<file path="src/rtl/tap_hold_key_remapper_top_macros.svh">
// ----------------------------------------------------------------------------
// tap_hold_key_remapper_top_macros
// assertion macros for the tap/hold key remapper
// ----------------------------------------------------------------------------
// the first form checks a property, the second checks that an expression never holds
`ifndef TAP_HOLD_KEY_REMAPPER_TOP_MACROS_SVH
`define TAP_HOLD_KEY_REMAPPER_TOP_MACROS_SVH

`ifndef SYNTHESIS
`define THKR_ASSERT(lbl, clk, rst, prop) \
  lbl: assert property (@(posedge clk) disable iff (rst) prop) \
    else $error("thkr property violated");
`define THKR_NEVER(lbl, clk, rst, expr) \
  lbl: assert property (@(posedge clk) disable iff (rst) !(expr)) \
    else $error("thkr forbidden condition seen");
`else
`define THKR_ASSERT(lbl, clk, rst, prop)
`define THKR_NEVER(lbl, clk, rst, expr)
`endif

`endif

</file>
<file path="src/rtl/thkr_pkg.sv">
// ----------------------------------------------------------------------------
// thkr_pkg
// types, codes and helpers shared by the tap/hold key remapper
// ----------------------------------------------------------------------------
package thkr_pkg;

  // event types and codes
  localparam logic [4:0]  EV_SYNC   = 5'd0;
  localparam logic [4:0]  EV_KEY    = 5'd1;
  localparam logic [4:0]  EV_MISC   = 5'd4;
  localparam logic [15:0] MISC_SCAN = 16'd4;

  // key values
  localparam logic signed [31:0] KEY_RELEASE = 32'sd0;
  localparam logic signed [31:0] KEY_PRESS   = 32'sd1;
  localparam logic signed [31:0] KEY_REPEAT  = 32'sd2;

  // register indexes
  localparam logic [1:0] CFG_TRIGGER = 2'd0;
  localparam logic [1:0] CFG_TAP     = 2'd1;
  localparam logic [1:0] CFG_HOLD    = 2'd2;

  // register reset values
  localparam logic [9:0] TRIGGER_RST = 10'd58;
  localparam logic [9:0] TAP_RST     = 10'd1;
  localparam logic [9:0] HOLD_RST    = 10'd29;

  // slots in one output burst
  localparam int BURST_LEN = 3;

  typedef struct packed {
    logic [4:0]         ev_type;
    logic [15:0]        ev_code;
    logic signed [31:0] ev_value;
  } item_t;

  typedef struct packed {
    logic [4:0]         out_type;
    logic [15:0]        out_code;
    logic signed [31:0] out_value;
    logic               last;
  } event_t;

  typedef struct packed {
    logic [9:0] trigger_key;
    logic [9:0] tap_key;
    logic [9:0] hold_key;
  } cfg_t;

  typedef struct packed {
    logic held;
    logic hold_used;
  } state_t;

  typedef struct packed {
    event_t [BURST_LEN-1:0] ev;
    logic   [1:0]           cnt;
  } burst_t;

  typedef struct packed {
    burst_t burst;
    state_t st_next;
  } dec_t;

  // build one output event
  function automatic event_t mk_ev(logic [4:0] t, logic [15:0] c,
                                   logic signed [31:0] v, logic l);
    event_t e;
    e.out_type  = t;
    e.out_code  = c;
    e.out_value = v;
    e.last      = l;
    return e;
  endfunction

endpackage

</file>
<file path="src/rtl/thkr_if.sv">
// ----------------------------------------------------------------------------
// thkr_if
// request channels of the remapper: input events, output events, config writes
// ----------------------------------------------------------------------------
interface thkr_in_if;
  logic               valid;
  logic               ready;
  logic [4:0]         ev_type;
  logic [15:0]        ev_code;
  logic signed [31:0] ev_value;

  modport source (output valid, ev_type, ev_code, ev_value, input ready);
  modport sink   (input valid, ev_type, ev_code, ev_value, output ready);
endinterface

interface thkr_out_if;
  logic               valid;
  logic               ready;
  logic [4:0]         out_type;
  logic [15:0]        out_code;
  logic signed [31:0] out_value;
  logic               last;

  modport source (output valid, out_type, out_code, out_value, last, input ready);
  modport sink   (input valid, out_type, out_code, out_value, last, output ready);
endinterface

interface thkr_cfg_if;
  logic       valid;
  logic       ready;
  logic [1:0] index;
  logic [9:0] data;

  modport source (output valid, index, data, input ready);
  modport sink   (input valid, index, data, output ready);
endinterface

</file>
<file path="src/rtl/thkr_cfg.sv">
// ----------------------------------------------------------------------------
// thkr_cfg
// configuration registers: trigger, tap and hold key codes
// ----------------------------------------------------------------------------
module thkr_cfg (
  input  logic          clk,
  input  logic          rst,
  thkr_cfg_if.sink      cfg,
  output thkr_pkg::cfg_t regs
);

  // writes are always taken
  assign cfg.ready = 1'b1;

  // register file, unknown indexes are ignored
  always_ff @(posedge clk) begin
    if (rst) begin
      regs.trigger_key <= thkr_pkg::TRIGGER_RST;
      regs.tap_key     <= thkr_pkg::TAP_RST;
      regs.hold_key    <= thkr_pkg::HOLD_RST;
    end else if (cfg.valid) begin
      unique case (cfg.index)
        thkr_pkg::CFG_TRIGGER: regs.trigger_key <= cfg.data;
        thkr_pkg::CFG_TAP:     regs.tap_key     <= cfg.data;
        thkr_pkg::CFG_HOLD:    regs.hold_key    <= cfg.data;
        default: ;
      endcase
    end
  end

endmodule

</file>
<file path="src/rtl/thkr_decode.sv">
// ----------------------------------------------------------------------------
// thkr_decode
// turns one input event and the hold state into a burst of up to three events
// ----------------------------------------------------------------------------
module thkr_decode (
  input  thkr_pkg::item_t  item,
  input  thkr_pkg::cfg_t   regs,
  input  thkr_pkg::state_t st,
  output thkr_pkg::dec_t   dec
);

  logic               ours;
  logic               is_scan;
  logic               v_rel;
  logic               v_prs;
  logic               v_rep;
  logic [15:0]        tap_code;
  logic [15:0]        hold_code;
  thkr_pkg::event_t   pass_ev;

  // key matches and value classes
  assign ours      = (item.ev_code == {6'd0, regs.trigger_key}) ||
                     (item.ev_code == {6'd0, regs.hold_key});
  assign is_scan   = (item.ev_type == thkr_pkg::EV_MISC) &&
                     (item.ev_code == thkr_pkg::MISC_SCAN);
  assign v_rel     = (item.ev_value == thkr_pkg::KEY_RELEASE);
  assign v_prs     = (item.ev_value == thkr_pkg::KEY_PRESS);
  assign v_rep     = (item.ev_value == thkr_pkg::KEY_REPEAT);
  assign tap_code  = {6'd0, regs.tap_key};
  assign hold_code = {6'd0, regs.hold_key};
  assign pass_ev   = thkr_pkg::mk_ev(item.ev_type, item.ev_code, item.ev_value, 1'b1);

  // burst selection, first matching rule wins
  always_comb begin
    dec.st_next   = st;
    dec.burst.cnt = 2'd1;
    dec.burst.ev  = '0;
    dec.burst.ev[0] = pass_ev;
    priority if (is_scan) begin
      dec.burst.cnt = 2'd0;
    end else if (item.ev_type != thkr_pkg::EV_KEY) begin
      dec.burst.cnt = 2'd1;
    end else if (st.held && ours && (v_prs || v_rep)) begin
      dec.burst.cnt = 2'd0;
    end else if (st.held && ours && v_rel && st.hold_used) begin
      dec.st_next   = '0;
      dec.burst.ev[0] = thkr_pkg::mk_ev(thkr_pkg::EV_KEY, hold_code,
                                        thkr_pkg::KEY_RELEASE, 1'b1);
    end else if (st.held && ours && v_rel) begin
      // tap burst: tap down, sync, tap up
      dec.st_next   = '0;
      dec.burst.cnt = 2'd3;
      dec.burst.ev[0] = thkr_pkg::mk_ev(thkr_pkg::EV_KEY, tap_code,
                                        thkr_pkg::KEY_PRESS, 1'b0);
      dec.burst.ev[1] = thkr_pkg::mk_ev(thkr_pkg::EV_SYNC, 16'd0,
                                        thkr_pkg::KEY_RELEASE, 1'b0);
      dec.burst.ev[2] = thkr_pkg::mk_ev(thkr_pkg::EV_KEY, tap_code,
                                        thkr_pkg::KEY_RELEASE, 1'b1);
    end else if (st.held && !st.hold_used && !v_rel) begin
      // other key while held: hold down, sync, then the key itself
      dec.st_next.hold_used = 1'b1;
      dec.burst.cnt = 2'd3;
      dec.burst.ev[0] = thkr_pkg::mk_ev(thkr_pkg::EV_KEY, hold_code,
                                        thkr_pkg::KEY_PRESS, 1'b0);
      dec.burst.ev[1] = thkr_pkg::mk_ev(thkr_pkg::EV_SYNC, 16'd0,
                                        thkr_pkg::KEY_RELEASE, 1'b0);
      dec.burst.ev[2] = pass_ev;
    end else if (!st.held && ours && v_prs) begin
      dec.st_next.held = 1'b1;
      dec.burst.cnt = 2'd0;
    end else begin
      dec.burst.cnt = 2'd1;
    end
  end

endmodule

</file>
<file path="src/rtl/thkr_burst.sv">
// ----------------------------------------------------------------------------
// thkr_burst
// output register stage: holds one burst and shifts it out one event a request
// ----------------------------------------------------------------------------
`include "tap_hold_key_remapper_top_macros.svh"

module thkr_burst (
  input  logic             clk,
  input  logic             rst,
  input  logic             load,
  input  thkr_pkg::burst_t burst,
  output logic             free,
  thkr_out_if.source       ev_out
);

  thkr_pkg::event_t [thkr_pkg::BURST_LEN-1:0] slot;
  logic [1:0] rem;
  logic [1:0] rem_next;
  logic       pop;

  assign pop  = ev_out.valid && ev_out.ready;
  assign free = (rem == 2'd0) || ((rem == 2'd1) && ev_out.ready);

  // remaining count
  always_comb begin
    priority if (load) rem_next = burst.cnt;
    else if (pop)      rem_next = rem - 2'd1;
    else               rem_next = rem;
  end

  always_ff @(posedge clk) begin
    if (rst) begin
      rem <= 2'd0;
    end else begin
      rem <= rem_next;
    end
  end

  // payload slots, head is always slot 0
  always_ff @(posedge clk) begin
    if (load) begin
      slot <= burst.ev;
    end else if (pop) begin
      slot[0] <= slot[1];
      slot[1] <= slot[2];
    end
  end

  assign ev_out.valid     = (rem != 2'd0);
  assign ev_out.out_type  = slot[0].out_type;
  assign ev_out.out_code  = slot[0].out_code;
  assign ev_out.out_value = slot[0].out_value;
  assign ev_out.last      = slot[0].last;

  // last flag marks exactly the final pending event
  `THKR_ASSERT(a_last_on_final, clk, rst, ev_out.valid |-> (ev_out.last == (rem == 2'd1)))
  // a burst never loads over events still pending
  `THKR_NEVER(a_no_overwrite, clk, rst, load && (rem > 2'd1))
  // a loaded non-empty burst is offered next cycle
  `THKR_ASSERT(a_load_shows, clk, rst, (load && (burst.cnt != 2'd0)) |=> ev_out.valid)

endmodule

</file>
<file path="src/rtl/tap_hold_key_remapper_top.sv">
// ----------------------------------------------------------------------------
// tap_hold_key_remapper_top
// dual-role key filter: tap gives the tap key, hold gives the hold modifier
// ----------------------------------------------------------------------------
// channel  modport  payload                                   role
// ev_in    sink     ev_type, ev_code, ev_value                input events
// ev_out   source   out_type, out_code, out_value, last       emitted events
// cfg      sink     index, data                               register writes
//
// an event is registered on accept, decoded from the input register and loaded into the
// output burst register once it is free; with ev_out ready one event per cycle flows through.
// an input causing three events holds the output until all three are taken, during
// which one more input waits in the input register, as there is a single burst slot.
// rst is synchronous: clears hold state, pending events and restores key codes.
// ev_out stalls back up through the input register to ev_in.ready.
// ----------------------------------------------------------------------------
`include "tap_hold_key_remapper_top_macros.svh"

module tap_hold_key_remapper_top (
  input  logic       clk,
  input  logic       rst,
  thkr_in_if.sink    ev_in,
  thkr_out_if.source ev_out,
  thkr_cfg_if.sink   cfg
);

  thkr_pkg::cfg_t   regs;
  thkr_pkg::item_t  inq;
  logic             inq_v;
  thkr_pkg::state_t st;
  thkr_pkg::dec_t   dec;
  logic             burst_free;
  logic             move;

  thkr_cfg u_cfg (
    .clk  (clk),
    .rst  (rst),
    .cfg  (cfg),
    .regs (regs)
  );

  // input register
  assign move        = inq_v && burst_free;
  assign ev_in.ready = !inq_v || move;

  always_ff @(posedge clk) begin
    if (rst) begin
      inq_v <= 1'b0;
    end else if (ev_in.ready) begin
      inq_v <= ev_in.valid;
    end
  end

  always_ff @(posedge clk) begin
    if (ev_in.valid && ev_in.ready) begin
      inq.ev_type  <= ev_in.ev_type;
      inq.ev_code  <= ev_in.ev_code;
      inq.ev_value <= ev_in.ev_value;
    end
  end

  thkr_decode u_decode (
    .item (inq),
    .regs (regs),
    .st   (st),
    .dec  (dec)
  );

  // hold state advances when the decoded burst is taken
  always_ff @(posedge clk) begin
    if (rst) begin
      st <= '0;
    end else if (move) begin
      st <= dec.st_next;
    end
  end

  thkr_burst u_burst (
    .clk    (clk),
    .rst    (rst),
    .load   (move),
    .burst  (dec.burst),
    .free   (burst_free),
    .ev_out (ev_out)
  );

  // hold can only be used while the key is held
  `THKR_ASSERT(a_used_needs_held, clk, rst, st.hold_used |-> st.held)
  // a waiting request is not dropped
  `THKR_ASSERT(a_inq_kept, clk, rst, (inq_v && !move) |=> inq_v)
  // a taken press sets held
  `THKR_ASSERT(a_held_follows, clk, rst, (move && dec.st_next.held) |=> st.held)

endmodule
</file>
<file path="src/flat_wrapper.sv">
// flat-port wrapper written by rule: the top's interface ports become plain ports
module tap_hold_key_remapper_top_flat 
  (clk, rst, ev_in_valid, ev_in_ev_type, ev_in_ev_code, ev_in_ev_value, ev_in_ready, ev_out_valid, ev_out_out_type, ev_out_out_code, ev_out_out_value, ev_out_last, ev_out_ready, cfg_valid, cfg_index, cfg_data, cfg_ready);
  thkr_in_if ev_in_i ();
  thkr_out_if ev_out_i ();
  thkr_cfg_if cfg_i ();
  input  logic clk;
  input  logic rst;
  input wire logic [$bits(ev_in_i.valid)-1:0] ev_in_valid;
  input wire logic [$bits(ev_in_i.ev_type)-1:0] ev_in_ev_type;
  input wire logic [$bits(ev_in_i.ev_code)-1:0] ev_in_ev_code;
  input wire logic [$bits(ev_in_i.ev_value)-1:0] ev_in_ev_value;
  output wire logic [$bits(ev_in_i.ready)-1:0] ev_in_ready;
  output wire logic [$bits(ev_out_i.valid)-1:0] ev_out_valid;
  output wire logic [$bits(ev_out_i.out_type)-1:0] ev_out_out_type;
  output wire logic [$bits(ev_out_i.out_code)-1:0] ev_out_out_code;
  output wire logic [$bits(ev_out_i.out_value)-1:0] ev_out_out_value;
  output wire logic [$bits(ev_out_i.last)-1:0] ev_out_last;
  input wire logic [$bits(ev_out_i.ready)-1:0] ev_out_ready;
  input wire logic [$bits(cfg_i.valid)-1:0] cfg_valid;
  input wire logic [$bits(cfg_i.index)-1:0] cfg_index;
  input wire logic [$bits(cfg_i.data)-1:0] cfg_data;
  output wire logic [$bits(cfg_i.ready)-1:0] cfg_ready;
  assign ev_in_i.valid = ev_in_valid;
  assign ev_in_i.ev_type = ev_in_ev_type;
  assign ev_in_i.ev_code = ev_in_ev_code;
  assign ev_in_i.ev_value = ev_in_ev_value;
  assign ev_in_ready = ev_in_i.ready;
  assign ev_out_valid = ev_out_i.valid;
  assign ev_out_out_type = ev_out_i.out_type;
  assign ev_out_out_code = ev_out_i.out_code;
  assign ev_out_out_value = ev_out_i.out_value;
  assign ev_out_last = ev_out_i.last;
  assign ev_out_i.ready = ev_out_ready;
  assign cfg_i.valid = cfg_valid;
  assign cfg_i.index = cfg_index;
  assign cfg_i.data = cfg_data;
  assign cfg_ready = cfg_i.ready;
  tap_hold_key_remapper_top u_core (.clk(clk), .rst(rst), .ev_in(ev_in_i), .ev_out(ev_out_i), .cfg(cfg_i));
endmodule
</file>
<file path="config.mk">
export PLATFORM = sky130hd
export DESIGN_NAME = tap_hold_key_remapper_top_flat
export DESIGN_NICKNAME = d
export VERILOG_FILES = /design/src/rtl/thkr_pkg.sv /design/src/rtl/thkr_if.sv /design/src/rtl/thkr_cfg.sv /design/src/rtl/thkr_decode.sv /design/src/rtl/thkr_burst.sv /design/src/rtl/tap_hold_key_remapper_top.sv /design/src/flat_wrapper.sv
export VERILOG_INCLUDE_DIRS = /design/src /design/src/rtl
export SDC_FILE = /design/constraint.sdc
export NUM_CORES = 1
export LEC_CHECK = 0
export BUFFER_PORTS_ARGS = -buffer_cell sky130_fd_sc_hd__clkbuf_2
export CAP_MARGIN = 30
export CORE_ASPECT_RATIO = 1.25
export CORE_MARGIN = 8
export CORE_UTILIZATION = 40
export CTS_CLUSTER_DIAMETER = 40
export DETAILED_ROUTE_END_ITERATION = 10
export HOLD_SLACK_MARGIN = 0.1
export SYNTH_ARGS = -nofsm -noshare
export SYNTH_HDL_FRONTEND = slang
export SYNTH_SLANG_ARGS = --single-unit
</file>
<file path="constraint.sdc">
create_clock -name clk -period 4.9 [get_ports clk]
set_clock_uncertainty 0.2 [all_clocks]
set_input_delay 0.735 -clock clk [delete_from_list [all_inputs] [get_ports clk]]
set_output_delay 0.735 -clock clk [all_outputs]
set_load 0.03 [all_outputs]
</file>
# After elaboration in Yosys (flattened, before gate mapping)
# Cells that the tools add are included.
# classes
add_sub_neg,1
multipliers,0
n_div,0
order_cmp,0
eq_ne,11
shift,0
mux,21
bitwise_logic,4
n_reduce_logical,35
# op_table
operator,count
2-to-1 mux 108 bit,5
2-to-1 mux 162 bit,1
2-to-1 mux 158 bit,1
2-to-1 mux 54 bit,2
equality test 16 x 10 -> 1 bit,2
"equality test 32 x 2 -> 1 bit, second input constant",1
"equality test 32 x 3 -> 1 bit, second input constant",1
zero test 32 bit,1
"equality test 16 x 3 -> 1 bit, second input constant",1
2-to-1 mux 2 bit,8
logical AND 1 bit,13
AND reduction 2 bit,3
AND reduction 6 bit,1
nonzero test 3 bit,2
OR reduction 6 bit,1
"equality test 5 x 3 -> 1 bit, second input constant",1
"inequality test 5 x 1 -> 1 bit, second input constant",1
AND reduction 5 bit,1
"equality test 2 x 1 -> 1 bit, second input constant",2
zero test 1 bit,4
zero test 2 bit,2
logical OR 1 bit,4
2-to-1 mux 1 bit,4
NOT 1 bit,4
5 further kinds,6
# totals
regBits,250
latch_bits,0
mem_bits_rw,0
mem_bits_ro,0
inputBits,70
out_inout_bits,57
elab_cells,96
n_memories,0

# Longest topological paths before layout
# logic_depth
ltp_word,12
depth_mapped,10
ltp_nobuf,8

# Cells and area by module
# From an unflattened synthesis, not the netlist that was laid out.
# hier_totals
hier_cells,819
area_unflattened_um2,11685.0
# modules_own_cells
mod,n_inst,cells_each,area_per_inst_um2,seq_area_each_um2
thkr_burst,1,354,6746.5,4904.7
thkr_decode,1,277,1959.4,0.0
tap_hold_key_remapper_top,1,67,1727.9,1651.6
thkr_cfg,1,121,1251.2,600.6

# Worst setup path before layout
# No wires, ideal clock.
# synth_path
path_type,input -> register
startpoint,input port ev_out_ready
endpoint,register u_core.u_burst.rem[0]
setup_ps,127
t_arrival_ps,3309
required_ps,4573
setup_slack_ps,1263
stages,8
n_path_buf,2
cell_sequence,a21oi_1 -> nand2b_1 -> clkbuf_1 -> inv_1 -> clkbuf_1 -> o21ai_0 -> a21oi_1 -> nor3_1
# synth_between
elab_chain_len,4
# synth_rtl
item,line_no,rtl
start: declaration,flat_wrapper.sv:19,input wire logic [$bits(ev_out_i.ready)-1:0] ev_out_ready;
logical AND 1 bit (*),thkr_burst.sv:22,assign free = (rem == 2'd0) || ((rem == 2'd1) && ev_out.ready);
logical OR 1 bit (*),thkr_burst.sv:22,
logical AND 1 bit (*),tap_hold_key_remapper_top.sv:43,assign move = inq_v && burst_free;
via u_core.move,tap_hold_key_remapper_top.sv:33,logic move;
2-to-1 mux 2 bit / nonzero test 2 bit (equally long branches),n/a,
end signal: assignment,thkr_burst.sv:35,rem <= rem_next;
end: declaration,thkr_burst.sv:17,logic [1:0] rem;
# The timed path passes the listed nets; every way through them passes the cells marked *.
# A chain may end at the register's enable or synchronous reset.

# Worst setup path after layout
# layout_path
startpoint,register u_core.inq[10] in the netlist's numbering
endpoint,"register u_core.u_burst.slot, in the netlist u_core.u_burst.ev_out.out_code[9] (data pin)"
# layout_between
elab_chain_len,10
# layout_rtl
item,line_no,rtl
start: declaration,tap_hold_key_remapper_top.sv:28,thkr_pkg::item_t inq;
zero test 32 bit,thkr_decode.sv:26,assign v_rel = (item.ev_value == thkr_pkg::KEY_RELEASE);
zero test 1 bit,thkr_decode.sv:59,end else if (st.held && !st.hold_used && !v_rel) begin
logical AND 1 bit,thkr_decode.sv:59,
2-to-1 mux 158 bit,thkr_decode.sv:59,
2-to-1 mux 162 bit,thkr_decode.sv:49,end else if (st.held && ours && v_rel) begin
2-to-1 mux 54 bit,thkr_decode.sv:45,end else if (st.held && ours && v_rel && st.hold_used) begin
2-to-1 mux 108 bit (*),thkr_decode.sv:43,end else if (st.held && ours && (v_prs || v_rep)) begin
2-to-1 mux 108 bit (*),thkr_decode.sv:41,end else if (item.ev_type != thkr_pkg::EV_KEY) begin
2-to-1 mux 108 bit (*),thkr_decode.sv:39,priority if (is_scan) begin
2-to-1 mux 108 bit (*),thkr_burst.sv:41,if (load) begin
end signal: assignment,thkr_burst.sv:42,slot <= burst.ev;
end: declaration,thkr_burst.sv:16,thkr_pkg::event_t [thkr_pkg::BURST_LEN-1:0] slot;
# Mark *: on every way between the ends. The rest lies on a longest branch, timed or not.

==> results.json <==
{
  "critical_path_class": "reg2reg",
  "r2r_slack_ns": 1.49,
  "max-vdd-ir-drop_mv": 0.241,
  "yosysTopAreaCellShare_pct": 62.9,
  "hold_path.class": "in2reg",
  "crit_buf_inv": 1,
  "power.share.sequential_pct": 45.0,
  "rsz0062_at_grt": "false",
  "fmax_mhz": 293,
  "cts-root-buf": "clkbuf_16",
  "htree_levels": 2,
  "first_global_vias": 6035,
  "first_pass_iters": 5,
  "tns_ns": 0,
  "grt_max_degree": 109,
  "crit_path_top_delay_cell": "or4_1",
  "hp-start": "ev_in_ev_code[11]",
  "cts_buffer_depth": 3,
  "nNetsFinal": 897,
  "syn_area_per_cell_um2": 13.9,
  "antenna_found_initial": 0,
  "syn_area_mm2": 0.0103,
  "place_congestion": 0.802,
  "syn2layout_area_growth_pct": 18.4,
  "vias": 5910,
  "synth_cell_types": 49,
  "synth_top_flop_cell": "edfxtp_1",
  "min_period_over_period_pct": 69.7,
  "core_area_mm2": 0.0252,
  "cts_hold_buf": 0,
  "clkPwrFrac_pct": 41.4,
  "crit_chain": "or4_1 -> nor3_1 -> nand4_1 -> a2111oi_4 -> nor2_1 -> o21a_2 -> buf_12 -> a221o_1",
  "crit_family": "simple AND/OR/NAND/NOR gates",
  "path_clk_slew_ns": 0.06,
  "die_area_mm2": 0.0311,
  "setup_viol": 0,
  "cp_slowest_stage_delay_ns": 0.55,
  "async_reset_ff_share_pct": 0,
  "drive_gt1_share_pct": 25.1,
  "ff2ff_path_depth": 8,
  "path_max_fanout": 34,
  "p_per_area_mw_per_mm2": 518,
  "ioPinCount": 127,
  "worst-endpoint-arrival_ns": 3.46,
  "cts_resized": 0,
  "p_int_mw": 4.63,
  "p_sw_share_pct": 26.6,
  "cts_sinks": 250,
  "report.final.slew_viol_count": 0,
  "yosysMostFrequentCell": "edfxtp_1",
  "p_sw_mw": 1.67,
  "period_needed_ns": 3.41,
  "hold_violations": 0,
  "drt_iter0_markers": 359,
  "synth-edff-count": 215,
  "crit_required_ns": 4.95,
  "cts_tree": "built",
  "rows": 65,
  "cp-end-kind": "flop",
  "crit_path_start_kind": "flop",
  "drc": 0,
  "overflow": 0,
  "holdPathEnd": "u_core.inq[43]$_DFFE_PP_",
  "syn_inst": 738,
  "seq_area_frac_synth_pct": 69.7,
  "status": "completed",
  "max_cap_viol_count": 0,
  "p_leak_nw": 4.40,
  "r2r_end": "u_core.u_burst.ev_out.out_code[9]$_DFFE_PP_",
  "io_buffers": 125,
  "grt_pass1_wl_um": 34300,
  "hold-path-cell-count": 1,
  "cts_setup_buffers": 0,
  "ys_ff_latch": 250,
  "insertion_delay_ns": 0.50,
  "maxSlewHeadroom_pct": 42.8,
  "wl_per_cell_um": 18.4,
  "pwr-share-comb_pct": 13.6,
  "viasPerCell": 4.98,
  "diodes": 0,
  "grtUsageTotal_pct": 13.9,
  "yosys.area.top_type": "edfxtp_1",
  "synth_top_cells_by_count": "215 x edfxtp_1, 104 x and2_1, 60 x nand2_1, 58 x buf_4, 37 x a22o_1",
  "synthTopCellsByArea": "edfxtp_1 63%, dfxtp_1 6.8%, and2_1 6.3%",
  "hold_ws_ns": 0.203,
  "drt-total-wl_um": 21900,
  "initial_utilization_pct": 40.7,
  "drtAntennaViolNets": 0,
  "worst_pin_slew_ns": 0.858,
  "r2r-start": "u_core.inq[10]$_DFFE_PP_",
  "post-dp-hpwl_um": 14400,
  "cts_buffers": 35,
  "chipHeight_um": 195,
  "die_x_um": 159,
  "yosysWarnings": 0
}
[worst max path at each step]
stage                                   startpoint                                          end  slack [ns]  cells past startpoint
final                     u_core.inq[10]$_DFFE_PP_  u_core.u_burst.ev_out.out_code[9]$_DFFE_PP_        1.49                      8
after global routing      u_core.inq[10]$_DFFE_PP_  u_core.u_burst.ev_out.out_code[4]$_DFFE_PP_        1.27                      8
after detailed placement  u_core.inq[10]$_DFFE_PP_  u_core.u_burst.ev_out.out_code[9]$_DFFE_PP_        1.45                      8
after CTS                 u_core.inq[10]$_DFFE_PP_  u_core.u_burst.ev_out.out_code[9]$_DFFE_PP_        1.45                      8
after global placement    u_core.inq[10]$_DFFE_PP_  u_core.u_burst.ev_out.out_code[9]$_DFFE_PP_        1.23                      7
after floorplan                       ev_out_ready           u_core.u_burst.rem[0]$_SDFFE_PP0P_        1.26                      8
[through the flow]
step                util [%]  cell area (um^2)  total power [mW]  worst slack, ns  cells
finish                  48.2             12200              6.30             1.49   1186
global route            48.2             12200              6.55             1.27   1186
CTS                     48.1             12100              6.39             1.45   1185
detailed placement      43.3             10900              3.75             1.45   1122
global placement        43.0             10900              3.72             1.23   1119
floorplan                  -             10300              3.57             1.26    741
[registers in the layout, summed over array words and instances, names as in the netlist]
signal	cells
u_core.inq	53
u_core.u_burst.ev_out.out_code	16
u_core.u_burst.ev_out.out_value	32
u_core.st	2
u_core.inq_v	1
u_core.u_cfg.regs	30
u_core.u_burst.ev_out.out_type	5
u_core.u_burst.slot	108
u_core.u_burst.ev_out.last	1
u_core.u_burst.rem	2
[cell type report]
type | instances | area [um^2]
clock buffer | 37 | 905
sequential | 250 | 7160
clock inverter | 26 | 328
multi-input combinational | 396 | 2570
fill | 2217 | 13000
timing repair buffer | 137 | 764
tap | 335 | 419
inverter | 5 | 18.8
[placed cells by master (no fill, tap or decap), types with 7 or more instances in the layout]
master and n:
nand3b_1 7, o2bb2ai_1 9, a22oi_1 10, nand2_1 60
and2_1 103, xnor2_1 20, a22o_1 37, a21oi_1 21
nor2_1 35, nor2b_1 7, nor4_1 7, dfxtp_1 35
nand4_1 8, edfxtp_1 215, clkbuf_16 36, clkbuf_2 125
a221oi_1 9, buf_4 8
[power groups by stage]
stage | combinational [mW] | sequential (mW) | clock [mW]
2_1_floorplan | 0.732 | 2.84 | 0
3_3_place_gp | 0.845 | 2.88 | 0
3_5_place_dp | 0.868 | 2.88 | 0
4_1_cts | 0.872 | 2.84 | 2.68
5_1_grt | 0.937 | 2.86 | 2.75
6_report | 0.859 | 2.83 | 2.61
[layer usage]
metal | vias up | global-route usage (%) | routed length (um)
li1 | 2829 | - | -
met1 | 2873 | 17.2 | 9550
met2 | 165 | 23.6 | 10700
met3 | 43 | 3.03 | 1060
met4 | 0 | 5.11 | 538
met5 | - | 0 | 0
[cells by family after synthesis]
family,after synthesis,share of synthesized area (%)
fa+ha+maj,2,0.244
other cells,2,0.0731
xor+xnor,21,1.79
mux,8,0.804
flops,250,69.7
buf+inv,95,5.60
compound gates,110,8.47
simple gates,250,13.3
(Power assumes the default switching activity.)
